==> config.mk <==
export PLATFORM = sky130hd
export DESIGN_NAME = script_token_scanner
export DESIGN_NICKNAME = d
export VERILOG_FILES = /design/src/hw/rtl/stt_pkg.sv /design/src/hw/rtl/stt_ctrl.sv /design/src/hw/rtl/stt_dpath.sv /design/src/hw/rtl/script_token_scanner.sv
export VERILOG_INCLUDE_DIRS = /design/src /design/src/hw/rtl
export SDC_FILE = /design/constraint.sdc
export NUM_CORES = 1
export LEC_CHECK = 0
export ABC_AREA = 1
export BUFFER_PORTS_ARGS = -buffer_cell sky130_fd_sc_hd__buf_4
export CORE_MARGIN = 5
export CORE_UTILIZATION = 35
export DETAILED_ROUTE_END_ITERATION = 10
export PLACE_DENSITY = 0.63
export SLEW_MARGIN = 20
export SYNTH_ARGS = -nofsm -noshare
export SYNTH_HDL_FRONTEND = slang
export SYNTH_SLANG_ARGS = --single-unit
==> constraint.sdc <==
create_clock -name clk -period 2.5 [get_ports clk]
set_input_delay 0.5 -clock clk [delete_from_list [all_inputs] [get_ports clk]]
set_output_delay 0.5 -clock clk [all_outputs]
set_load 0.005 [all_outputs]
==> src/hw/rtl/script_token_scanner_assert.svh <==
// Assertion macros for the script token scanner.
`ifndef SCRIPT_TOKEN_SCANNER_ASSERT_SVH
`define SCRIPT_TOKEN_SCANNER_ASSERT_SVH
`ifndef SYNTHESIS
// same-cycle implication, sampled on clk, off while in reset
`define STT_ASSERT_IMPL(label, ante, cons) \
    label: assert property (@(posedge clk) disable iff (!rst_n) (ante) |-> (cons)) \
        else $error("scanner assertion failed");
// next-cycle implication
`define STT_ASSERT_NEXT(label, ante, cons) \
    label: assert property (@(posedge clk) disable iff (!rst_n) (ante) |=> (cons)) \
        else $error("scanner assertion failed");
`else
`define STT_ASSERT_IMPL(label, ante, cons)
`define STT_ASSERT_NEXT(label, ante, cons)
`endif
`endif

==> src/hw/rtl/stt_pkg.sv <==
// Types and constants shared by the script token scanner modules.
package stt_pkg;

    localparam logic [7:0] CH_SPACE = 8'h20;
    localparam logic [7:0] CH_LF    = 8'h0A;
    localparam logic [7:0] CH_CR    = 8'h0D;
    localparam logic [7:0] CH_SLASH = 8'h2F;
    localparam logic [7:0] CH_STAR  = 8'h2A;
    localparam logic [7:0] CH_QUOTE = 8'h22;

    typedef enum logic [3:0] {
        PH_START,
        PH_SKIP,
        PH_SLASH,
        PH_LINE,
        PH_BLOCK,
        PH_BLOCK_STAR,
        PH_STRING,
        PH_EOL,
        PH_EOL_SLASH,
        PH_WORD
    } phase_t;

    typedef enum logic [2:0] {
        CS_WAIT,
        CS_EVAL,
        CS_EMPTY,
        CS_MARK,
        CS_RD,
        CS_WR,
        CS_DONE
    } ctl_state_t;

    typedef struct packed {
        logic take;       // latch the input transfer
        logic clear;      // restart the token
        logic append;     // store a byte in the token
        logic app_slash;  // stored byte is '/' instead of the held byte
        logic finish;     // close the token and arm the replay
        logic trim;       // drop trailing control bytes on finish
        logic rd;         // read the token store at the replay index
        logic load_tok;   // load a token byte into the output register
        logic load_empty; // load an empty-token result
        logic load_mark;  // load the end-of-text marker
    } stt_cmd_t;

    typedef struct packed {
        logic eot;
        logic allow;
        logic eol;
        logic is_ws;
        logic is_nl;
        logic is_cr;
        logic is_slash;
        logic is_star;
        logic is_quote;
        logic raw_ok;     // untrimmed length is emittable
        logic trim_ok;    // trimmed length is emittable
        logic rep_last;   // replay index is at the last byte
        logic out_free;   // output register can take a result
    } stt_stat_t;

endpackage

==> src/hw/rtl/stt_ctrl.sv <==
// Scanner controller: scan phase machine and result sequencing.
module stt_ctrl import stt_pkg::*; (
    input  logic      clk,
    input  logic      rst_n,
    input  logic      s_tvalid,
    output logic      s_tready,
    input  stt_stat_t stat,
    output stt_cmd_t  cmd
);

    ctl_state_t state_reg, state_next;
    phase_t     phase_reg, phase_next;
    logic       saw_nl_reg, saw_nl_next;
    logic       allow_reg, allow_next;
    logic       eol_mode_reg, eol_mode_next;
    logic       resume_reg, resume_next;   // 1: reprocess held byte after emission

    always_ff @(posedge clk or negedge rst_n)
    begin
        if (!rst_n)
        begin
            state_reg    <= CS_WAIT;
            phase_reg    <= PH_START;
            saw_nl_reg   <= 1'b0;
            allow_reg    <= 1'b0;
            eol_mode_reg <= 1'b0;
            resume_reg   <= 1'b0;
        end
        else
        begin
            state_reg    <= state_next;
            phase_reg    <= phase_next;
            saw_nl_reg   <= saw_nl_next;
            allow_reg    <= allow_next;
            eol_mode_reg <= eol_mode_next;
            resume_reg   <= resume_next;
        end
    end

    always_comb
    begin
        state_next    = state_reg;
        phase_next    = phase_reg;
        saw_nl_next   = saw_nl_reg;
        allow_next    = allow_reg;
        eol_mode_next = eol_mode_reg;
        resume_next   = resume_reg;
        cmd           = '0;
        s_tready      = 1'b0;

        unique case (state_reg)
            CS_WAIT:
            begin
                s_tready = 1'b1;
                if (s_tvalid)
                begin
                    cmd.take   = 1'b1;
                    state_next = CS_EVAL;
                end
            end
            CS_EVAL:
            begin
                unique case (phase_reg)
                    PH_START:
                    begin
                        allow_next    = stat.allow;
                        eol_mode_next = stat.eol;
                        saw_nl_next   = 1'b0;
                        phase_next    = PH_SKIP;
                    end
                    PH_SKIP:
                    begin
                        if (stat.eot)
                            state_next = CS_MARK;
                        else if (stat.is_ws)
                        begin
                            if (stat.is_nl)
                                saw_nl_next = 1'b1;
                            state_next = CS_WAIT;
                        end
                        else if (saw_nl_reg && !allow_reg)
                        begin
                            phase_next  = PH_START;
                            resume_next = 1'b1;
                            state_next  = CS_EMPTY;
                        end
                        else if (stat.is_slash)
                        begin
                            phase_next = PH_SLASH;
                            state_next = CS_WAIT;
                        end
                        else
                        begin
                            cmd.clear  = 1'b1;
                            state_next = CS_WAIT;
                            if (stat.is_quote)
                                phase_next = PH_STRING;
                            else
                            begin
                                cmd.append = 1'b1;
                                phase_next = eol_mode_reg ? PH_EOL : PH_WORD;
                            end
                        end
                    end
                    PH_SLASH:
                    begin
                        if (!stat.eot && (stat.is_slash || stat.is_star))
                        begin
                            saw_nl_next = 1'b0;
                            phase_next  = stat.is_slash ? PH_LINE : PH_BLOCK;
                            state_next  = CS_WAIT;
                        end
                        else
                        begin
                            // lone slash starts a token, byte is seen again
                            cmd.clear     = 1'b1;
                            cmd.append    = 1'b1;
                            cmd.app_slash = 1'b1;
                            phase_next    = eol_mode_reg ? PH_EOL : PH_WORD;
                        end
                    end
                    PH_LINE:
                    begin
                        if (stat.eot || stat.is_nl)
                        begin
                            saw_nl_next = 1'b0;
                            phase_next  = PH_SKIP;
                        end
                        else
                            state_next = CS_WAIT;
                    end
                    PH_BLOCK:
                    begin
                        if (stat.eot)
                            phase_next = PH_SKIP;
                        else
                        begin
                            if (stat.is_star)
                                phase_next = PH_BLOCK_STAR;
                            state_next = CS_WAIT;
                        end
                    end
                    PH_BLOCK_STAR:
                    begin
                        if (stat.eot)
                            phase_next = PH_SKIP;
                        else
                        begin
                            if (stat.is_slash)
                            begin
                                saw_nl_next = 1'b0;
                                phase_next  = PH_SKIP;
                            end
                            else if (!stat.is_star)
                                phase_next = PH_BLOCK;
                            state_next = CS_WAIT;
                        end
                    end
                    PH_STRING:
                    begin
                        if (stat.eot || stat.is_quote)
                        begin
                            cmd.finish  = 1'b1;
                            saw_nl_next = 1'b0;
                            phase_next  = PH_START;
                            resume_next = stat.eot;
                            state_next  = stat.raw_ok ? CS_RD : CS_EMPTY;
                        end
                        else
                        begin
                            cmd.append = 1'b1;
                            state_next = CS_WAIT;
                        end
                    end
                    PH_EOL:
                    begin
                        if (stat.eot || stat.is_nl || stat.is_cr)
                        begin
                            cmd.finish  = 1'b1;
                            cmd.trim    = 1'b1;
                            saw_nl_next = 1'b0;
                            phase_next  = PH_START;
                            resume_next = 1'b1;
                            state_next  = stat.trim_ok ? CS_RD : CS_EMPTY;
                        end
                        else if (stat.is_slash)
                        begin
                            phase_next = PH_EOL_SLASH;
                            state_next = CS_WAIT;
                        end
                        else
                        begin
                            cmd.append = 1'b1;
                            state_next = CS_WAIT;
                        end
                    end
                    PH_EOL_SLASH:
                    begin
                        if (!stat.eot && (stat.is_slash || stat.is_star))
                        begin
                            // comment start ends the token; held slash opens next scan
                            cmd.finish    = 1'b1;
                            cmd.trim      = 1'b1;
                            allow_next    = stat.allow;
                            eol_mode_next = stat.eol;
                            saw_nl_next   = 1'b0;
                            phase_next    = PH_SLASH;
                            resume_next   = 1'b1;
                            state_next    = stat.trim_ok ? CS_RD : CS_EMPTY;
                        end
                        else
                        begin
                            cmd.append    = 1'b1;
                            cmd.app_slash = 1'b1;
                            phase_next    = PH_EOL;
                        end
                    end
                    PH_WORD:
                    begin
                        if (stat.eot || stat.is_ws)
                        begin
                            cmd.finish  = 1'b1;
                            saw_nl_next = 1'b0;
                            phase_next  = PH_START;
                            resume_next = 1'b1;
                            state_next  = stat.raw_ok ? CS_RD : CS_EMPTY;
                        end
                        else
                        begin
                            cmd.append = 1'b1;
                            state_next = CS_WAIT;
                        end
                    end
                    default:
                        phase_next = PH_START;
                endcase
            end
            CS_EMPTY:
            begin
                if (stat.out_free)
                begin
                    cmd.load_empty = 1'b1;
                    state_next     = resume_reg ? CS_EVAL : CS_WAIT;
                end
            end
            CS_MARK:
            begin
                if (stat.out_free)
                begin
                    cmd.load_mark = 1'b1;
                    state_next    = CS_DONE;
                end
            end
            CS_RD:
            begin
                cmd.rd     = 1'b1;
                state_next = CS_WR;
            end
            CS_WR:
            begin
                if (stat.out_free)
                begin
                    cmd.load_tok = 1'b1;
                    if (stat.rep_last)
                        state_next = resume_reg ? CS_EVAL : CS_WAIT;
                    else
                        state_next = CS_RD;
                end
            end
            CS_DONE:
                s_tready = 1'b1;   // text finished: transfers are taken and dropped
            default:
                state_next = CS_WAIT;
        endcase
    end

endmodule

==> src/hw/rtl/stt_dpath.sv <==
// Scanner datapath: input latch, token store, length tracking, output register.
module stt_dpath import stt_pkg::*; #(
    parameter int TOKEN_DEPTH = 32
) (
    input  logic        clk,
    input  logic        rst_n,
    input  logic [15:0] s_tdata,
    input  logic        s_tlast,
    input  stt_cmd_t    cmd,
    output stt_stat_t   stat,
    input  logic        m_tready,
    output logic        m_tvalid,
    output logic [7:0]  m_tdata,
    output logic        m_tlast,
    output logic [1:0]  m_tuser
);

    localparam int LW = $clog2(TOKEN_DEPTH + 1);
    localparam int AW = $clog2(TOKEN_DEPTH);

    logic [7:0]    ch_reg;
    logic          eot_reg;
    logic          allow_in_reg;
    logic          eol_in_reg;

    logic [7:0]    mem [TOKEN_DEPTH];
    logic [7:0]    rdata_reg;

    logic [LW-1:0] len_reg, len_next;
    logic [LW-1:0] keep_reg, keep_next;    // length up to last byte at or above space
    logic [LW-1:0] emit_len_reg;
    logic [AW-1:0] idx_reg;

    logic          out_valid_reg;
    logic [7:0]    out_char_reg;
    logic          out_last_reg;
    logic          out_empty_reg;
    logic          out_done_reg;

    logic [7:0]    app_byte;
    logic [LW-1:0] len_base;
    logic [LW-1:0] keep_base;
    logic          wr_en;

    assign app_byte  = cmd.app_slash ? CH_SLASH : ch_reg;
    assign len_base  = cmd.clear ? '0 : len_reg;
    assign keep_base = cmd.clear ? '0 : keep_reg;
    assign wr_en     = cmd.append && (len_base < LW'(TOKEN_DEPTH));

    always_comb
    begin
        len_next  = len_base;
        keep_next = keep_base;
        if (cmd.finish)
        begin
            len_next  = '0;
            keep_next = '0;
        end
        else if (wr_en)
        begin
            len_next = len_base + LW'(1);
            if (app_byte >= CH_SPACE)
                keep_next = len_base + LW'(1);
        end
    end

    // input transfer latch
    always_ff @(posedge clk)
    begin
        if (cmd.take)
        begin
            ch_reg       <= s_tdata[7:0];
            eot_reg      <= s_tlast;
            allow_in_reg <= s_tdata[8];
            eol_in_reg   <= s_tdata[9];
        end
    end

    // token store: one write, one registered read
    always_ff @(posedge clk)
    begin
        if (wr_en)
            mem[len_base[AW-1:0]] <= app_byte;
        if (cmd.rd)
            rdata_reg <= mem[idx_reg];
    end

    always_ff @(posedge clk or negedge rst_n)
    begin
        if (!rst_n)
        begin
            len_reg      <= '0;
            keep_reg     <= '0;
            emit_len_reg <= '0;
            idx_reg      <= '0;
        end
        else
        begin
            len_reg  <= len_next;
            keep_reg <= keep_next;
            if (cmd.finish)
            begin
                emit_len_reg <= cmd.trim ? keep_reg : len_reg;
                idx_reg      <= '0;
            end
            else if (cmd.load_tok)
                idx_reg <= idx_reg + AW'(1);
        end
    end

    always_ff @(posedge clk or negedge rst_n)
    begin
        if (!rst_n)
            out_valid_reg <= 1'b0;
        else if (cmd.load_tok || cmd.load_empty || cmd.load_mark)
            out_valid_reg <= 1'b1;
        else if (m_tready)
            out_valid_reg <= 1'b0;
    end

    always_ff @(posedge clk)
    begin
        if (cmd.load_tok)
        begin
            out_char_reg  <= rdata_reg;
            out_last_reg  <= stat.rep_last;
            out_empty_reg <= 1'b0;
            out_done_reg  <= 1'b0;
        end
        else if (cmd.load_empty || cmd.load_mark)
        begin
            out_char_reg  <= 8'h00;
            out_last_reg  <= 1'b1;
            out_empty_reg <= 1'b1;
            out_done_reg  <= cmd.load_mark;
        end
    end

    always_comb
    begin
        stat.eot      = eot_reg;
        stat.allow    = allow_in_reg;
        stat.eol      = eol_in_reg;
        stat.is_ws    = ch_reg <= CH_SPACE;
        stat.is_nl    = ch_reg == CH_LF;
        stat.is_cr    = ch_reg == CH_CR;
        stat.is_slash = ch_reg == CH_SLASH;
        stat.is_star  = ch_reg == CH_STAR;
        stat.is_quote = ch_reg == CH_QUOTE;
        stat.raw_ok   = (len_reg != '0) && (len_reg < LW'(TOKEN_DEPTH));
        stat.trim_ok  = (keep_reg != '0) && (keep_reg < LW'(TOKEN_DEPTH));
        stat.rep_last = (LW'(idx_reg) + LW'(1)) == emit_len_reg;
        stat.out_free = !out_valid_reg || m_tready;
    end

    assign m_tvalid = out_valid_reg;
    assign m_tdata  = out_char_reg;
    assign m_tlast  = out_last_reg;
    assign m_tuser  = {out_done_reg, out_empty_reg};

endmodule

==> src/hw/rtl/script_token_scanner.sv <==
// Script token scanner: text bytes in, tokens out as byte runs.
//
// Input stream: one text byte per transfer. s_tdata[7:0] is the byte, s_tdata[8]
// allows line breaks and s_tdata[9] selects rest-of-line tokens (both sampled when
// a token scan begins); s_tlast marks the terminating NUL of the text.
// Output stream: one token byte per transfer on m_tdata, m_tlast on the last
// byte of a token, m_tuser[0] for an empty token, m_tuser[1] for the end marker.
// Each input byte is taken in a wait state and then evaluated; a phase change
// may evaluate the held byte again before the next byte is taken. A finished token
// is then replayed from the token store byte by byte (store read, then output
// register load) before new input is taken.
// Reset puts the scanner at the start of a fresh scan with an empty token.
// When the receiver stalls the output register holds and the controller waits;
// input is not taken until the last result of a token is in the output register.
// After the end marker every input transfer is taken and dropped until reset.
`include "script_token_scanner_assert.svh"
module script_token_scanner import stt_pkg::*; #(
    parameter int TOKEN_DEPTH = 32
) (
    input  logic        clk,
    input  logic        rst_n,
    input  logic        s_tvalid,
    output logic        s_tready,
    input  logic [15:0] s_tdata,   // [7:0] ch, [8] allow_line_breaks, [9] read_to_eol
    input  logic        s_tlast,   // end_of_text
    output logic        m_tvalid,
    input  logic        m_tready,
    output logic [7:0]  m_tdata,   // [7:0] tok_char
    output logic        m_tlast,   // tok_last
    output logic [1:0]  m_tuser    // [0] tok_empty, [1] text_done
);

    stt_cmd_t  cmd;
    stt_stat_t stat;

    stt_ctrl u_ctrl (
        .clk      (clk),
        .rst_n    (rst_n),
        .s_tvalid (s_tvalid),
        .s_tready (s_tready),
        .stat     (stat),
        .cmd      (cmd)
    );

    stt_dpath #(
        .TOKEN_DEPTH (TOKEN_DEPTH)
    ) u_dpath (
        .clk      (clk),
        .rst_n    (rst_n),
        .s_tdata  (s_tdata),
        .s_tlast  (s_tlast),
        .cmd      (cmd),
        .stat     (stat),
        .m_tready (m_tready),
        .m_tvalid (m_tvalid),
        .m_tdata  (m_tdata),
        .m_tlast  (m_tlast),
        .m_tuser  (m_tuser)
    );

    `STT_ASSERT_IMPL(a_marker_form, m_tvalid && m_tuser[1], m_tlast && m_tuser[0])
    `STT_ASSERT_IMPL(a_empty_zero, m_tvalid && m_tuser[0], m_tlast && (m_tdata == 8'h00))
    `STT_ASSERT_NEXT(a_silent_after_end, m_tvalid && m_tready && m_tuser[1], !m_tvalid)

endmodule
==> results_tabular.tex <==
\begin{tabular}{lr}
\hline
Metric & Value \\
\hline
\multicolumn{2}{l}{\textbf{Critical path}} \\
\quad Critical path peak fanout & 8 \\
\quad Crit path from & u\_ctrl.phase\_reg[2]\$\_DFFE\_PN0P\_ \\
\quad Worst R2R Setup Slack & just under 90 ps \\
\quad Kind of launch point of the worst setup path & register \\
\quad CP Capture Type & register \\
\quad Crit Reg-Reg Startpoint & u\_ctrl.phase\_reg[2]\$\_DFFE\_PN0P\_ \\
\quad Arrival time of the worst setup path & between 2000 and 3000 ps \\
\quad End point of the critical path & u\_dpath.mem[28][4]\$\_DFFE\_PP\_ \\
\quad Number of cells on the worst reg-to-reg path & 13 \\
\quad Endpoint required time on the critical path & between 2000 and 3000 ps \\
\quad Startpoint-to-endpoint class of the critical path & reg -> reg \\
\quad Worst reg2reg endpoint & u\_dpath.mem[28][4]\$\_DFFE\_PP\_ \\
\multicolumn{2}{l}{\textbf{Global route}} \\
\quad All-Layer GR Usage & around 15\% \\
\quad Met2 Usage GRT & between 20\% and 30\% \\
\quad Number of global-route vias before repair & roughly 9500 \\
\quad Number of antenna violations at the first check in global routing & 0 \\
\quad Global-route wire length before repair & between 50 and 60 mm \\
\quad Global routing met1 resource utilization & between 20\% and 30\% \\
\quad Global routing's busiest layer & met2 \\
\quad Met3 usage in global routing & 2.759\% \\
\quad Leftover overflow at the end of global routing & 0 \\
\quad Maximum number of pins on one net before global-route repair & 52 \\
\multicolumn{2}{l}{\textbf{Synth}} \\
\quad Netlist Area Pre-Place & around 0.014 mm\^{}2 \\
\quad Post-synthesis instance total & between 1000 and 1500 \\
\quad Sequential element share of the synthesized area & between 60\% and 70\% \\
\quad Primary flip-flop cell chosen by synthesis mapping & sky130\_fd\_sc\_hd\_\_edfxtp\_1 \\
\quad Synth Area per Inst & 10.99 um\^{}2 \\
\quad Number of different library cells in the post-synthesis netlist & 40 \\
\quad Warnings, synthesis & 0 \\
\quad Syn\_nets & around 1300 \\
\quad Flip-flop and latch count after synthesis & 321 \\
\quad Number of enable flip-flop cells after synthesis & 284 \\
\quad Async S/R FF share, synth & between 10\% and 20\% \\
\multicolumn{2}{l}{\textbf{Placement}} \\
\quad Setup slack at placement & -36.89 ps \\
\quad Buffers added on ports & 27 \\
\quad Half-perimeter wire length after detailed placement & roughly 21 mm \\
\quad Routability cong. & $\sim$0.9 \\
\multicolumn{2}{l}{\textbf{Die}} \\
\quad Core Box Area & just under 0.04 mm\^{}2 \\
\quad Number of placement rows & 72 \\
\quad Die width & 208.9 um \\
\quad I/O pins & 34 \\
\quad Effective utilization at floorplan & 35.56\% \\
\quad Die height & between 200 and 250 um \\
\quad Die area & 0.04362 mm\^{}2 \\
\multicolumn{2}{l}{\textbf{Drt}} \\
\quad Via count of the routed design & around 9800 \\
\quad Drt wl/cell & roughly 18 um \\
\quad Via density & 5.117 \\
\quad Number of DRC markers in iteration 0 & roughly 890 \\
\quad Remaining antenna violation count after routing & 0 \\
\quad Number of optimization iterations in the first detailed-route pass & 5 \\
\quad Final Routed Wirelength & between 30 and 40 mm \\
\quad \# DRC & 0 \\
\multicolumn{2}{l}{\textbf{STA}} \\
\quad Final-report hold violation count & 0 \\
\quad Share of the cycle needed by the critical path after routing & between 90\% and 100\% \\
\quad Endpoints failing setup & 0 \\
\quad Count of final max-slew check failures & 0 \\
\quad RSZ-0062 raised after global routing & true \\
\quad Slew at the pin closest to its max-slew limit & $\sim$480 ps \\
\quad Final worst-path setup slack & $\sim$87 ps \\
\quad Worst Skew & around 22 ps \\
\quad Sum of negative setup slack & 0 ps \\
\quad Min cycle time layout & between 2000 and 2500 ps \\
\quad Max-slew headroom at the worst pin & 67.61\% \\
\quad Maximum frequency from static timing analysis & just over 400 MHz \\
\multicolumn{2}{l}{\textbf{Clock tree}} \\
\quad Total number of H-tree levels & 2 \\
\quad Clock transition time at the flip-flop clock pins of the worst setup and hold paths & around 60 ps \\
\quad Total CTS buffers & 36 \\
\quad Clock latency of the later-clocked register in the worst-skew pair & roughly 520 ps \\
\quad Clock sink count & around 320 \\
\quad CTS tree & yes \\
\quad Maximum number of buffers from clock root to sink & 3 \\
\quad Cell chosen for the clock root & sky130\_fd\_sc\_hd\_\_clkbuf\_16 \\
\multicolumn{2}{l}{\textbf{Layout}} \\
\quad Inserted Diodes & 0 \\
\quad Fraction of layout cells with a size suffix above 1 & 18.57\% \\
\quad Area added between synthesis and finish & 20.60\% \\
\quad Filler Cells Inserted & 3639 \\
\quad Commonest cells after routing, fill and taps aside & sky130\_fd\_sc\_hd\_\_edfxtp\_1 (284), sky130\_fd\_sc\_hd\_\_nor2\_1 (219), sky130\_fd\_sc\_hd\_\_o21ai\_0 (184) \\
\quad Leading cell type in the layout, fill and taps excluded & sky130\_fd\_sc\_hd\_\_edfxtp\_1 \\
\quad \# nets final & between 1000 and 1500 \\
\quad Multi-input logic area & 0.003980 mm\^{}2 \\
\quad Max FFs per register & roughly 260 \\
\quad Storage element area & approximately 0.0095 mm\^{}2 \\
\multicolumn{2}{l}{\textbf{Flow run}} \\
\quad Max-cap violations & 0 \\
\multicolumn{2}{l}{\textbf{Power}} \\
\quad Post-layout total power & between 15 and 20 mW \\
\quad Max rail drop VDD & 0.5481 mV \\
\quad Power density of the placed cells & between 1000 and 1500 mW/mm\^{}2 \\
\quad Leakage power & approximately 6 nW \\
\multicolumn{2}{l}{\textbf{Status}} \\
\quad Run status & finished clean \\
\multicolumn{2}{l}{\textbf{Hold path}} \\
\quad Worst min-delay path class & in -> reg \\
\hline
\end{tabular}
-- cells in the mapped netlist, types with 6 or more instances --
master                     instances  area (um^2)
sky130_fd_sc_hd__a21oi_1          31        155.2
sky130_fd_sc_hd__buf_2             6        30.03
sky130_fd_sc_hd__clkbuf_1         52        195.2
sky130_fd_sc_hd__dfrtp_1          35        875.8
sky130_fd_sc_hd__edfxtp_1        284         8528
sky130_fd_sc_hd__inv_1            78        292.8
sky130_fd_sc_hd__nand2_1         146        548.0
sky130_fd_sc_hd__nand3_1          32        160.2
sky130_fd_sc_hd__nand4_1          11        68.82
sky130_fd_sc_hd__nor2_1          245        919.6
sky130_fd_sc_hd__o21ai_0         184        920.9
sky130_fd_sc_hd__o22ai_1          82        513.0
sky130_fd_sc_hd__o31ai_1           7        52.55
-- area by class of cell --
| class | instances | share of cell area (%) |
|---|---|---|
| clock buffer | 43 | 5.682 |
| clock inverter | 23 | 1.214 |
| inverter | 84 | 1.949 |
| multi-input combinational | 790 | 23.85 |
| sequential | 321 | 56.62 |
| tap | 518 | 3.883 |
| timing repair buffer | 128 | 6.807 |
-- routing by layer --
metal	vias to the layer above	share of wire [%]	wire length (um)
met5	-	0	0
met4	0	3.1	1051
met3	68	6.2	2099
met2	304	47	15820
met1	4712	44	14640
li1	4674	-	-
-- report_power, final --
| group | switching (mW) | internal [mW] | leakage, nW | total (mW) |
|---|---|---|---|---|
| logic | 4.40 | 2.21 | 2.54 | 6.61 |
| clock network | 2.08 | 3.03 | 0.564 | 5.12 |
| registers | 0.360 | 6.62 | 3.02 | 6.98 |
-- cell families (layout without fill, tap and decap cells) --
kind of cell | after synthesis | after routing | share of synthesized area (%)
simple gates | 459 | 459 | 13.95
flops | 321 | 321 | 68.24
compound gates | 320 | 320 | 12.72
buf+inv | 148 | 278 | 4.222
fa+ha+maj | 5 | 5 | 0.4520
xor+xnor | 4 | 4 | 0.2532
mux | 2 | 2 | 0.1627
-- stage by stage --
| step | hold WS (ps) | utilization, % | instances | cell area (um^2) |
|---|---|---|---|---|
| after floorplan | 204.4 | - | 1259 | 13840 |
| after global placement | 459.3 | 39.27 | 1837 | 15280 |
| after detailed placement | 469.3 | 39.27 | 1837 | 15280 |
| after CTS | 141.1 | 42.29 | 1904 | 16460 |
| after global routing | 139.7 | 42.89 | 1907 | 16690 |
| final | 164.5 | 42.89 | 1907 | 16690 |
-- worst max-delay path, stage by stage, from the launching register on --
cell	delay, ps
sky130_fd_sc_hd__dfrtp_2	450
sky130_fd_sc_hd__nor2_4	150
sky130_fd_sc_hd__nand3_4	100
sky130_fd_sc_hd__nor2_4	100
sky130_fd_sc_hd__nand2_2	90
sky130_fd_sc_hd__o21ai_4	180
sky130_fd_sc_hd__nand2_4	90
sky130_fd_sc_hd__inv_1	120
sky130_fd_sc_hd__nor2_4	70
sky130_fd_sc_hd__inv_1	100
sky130_fd_sc_hd__ha_2	210
sky130_fd_sc_hd__nand2_4	130
sky130_fd_sc_hd__nor2_2	150
sky130_fd_sc_hd__buf_6	170
-- timing repair --
item	4_1_cts	5_1_grt
pin swaps	0	5
resized for setup	3	64
hold buffers	1	0
hold endpoints to repair	35	0
setup endpoints to repair	127	259
setup buffers	0	3
-- worst min-delay path by stage --
stage	from	endpoint	slack (ps)	cells past startpoint
6_report	s_tdata[4]	u_dpath.ch_reg[4]$_DFFE_PP_	160	1
5_1_grt	s_tdata[0]	u_dpath.ch_reg[0]$_DFFE_PP_	140	1
4_1_cts	s_tdata[3]	u_dpath.ch_reg[3]$_DFFE_PP_	140	1
3_5_place_dp	u_dpath.eol_in_reg$_DFFE_PP_	u_ctrl.eol_mode_reg$_DFFE_PN0P_	470	1
3_3_place_gp	u_dpath.eol_in_reg$_DFFE_PP_	u_ctrl.eol_mode_reg$_DFFE_PN0P_	460	1
2_1_floorplan	rst_n	u_ctrl.allow_reg$_DFFE_PN0P_	200	0
Power figures use the tool's default switching activity.
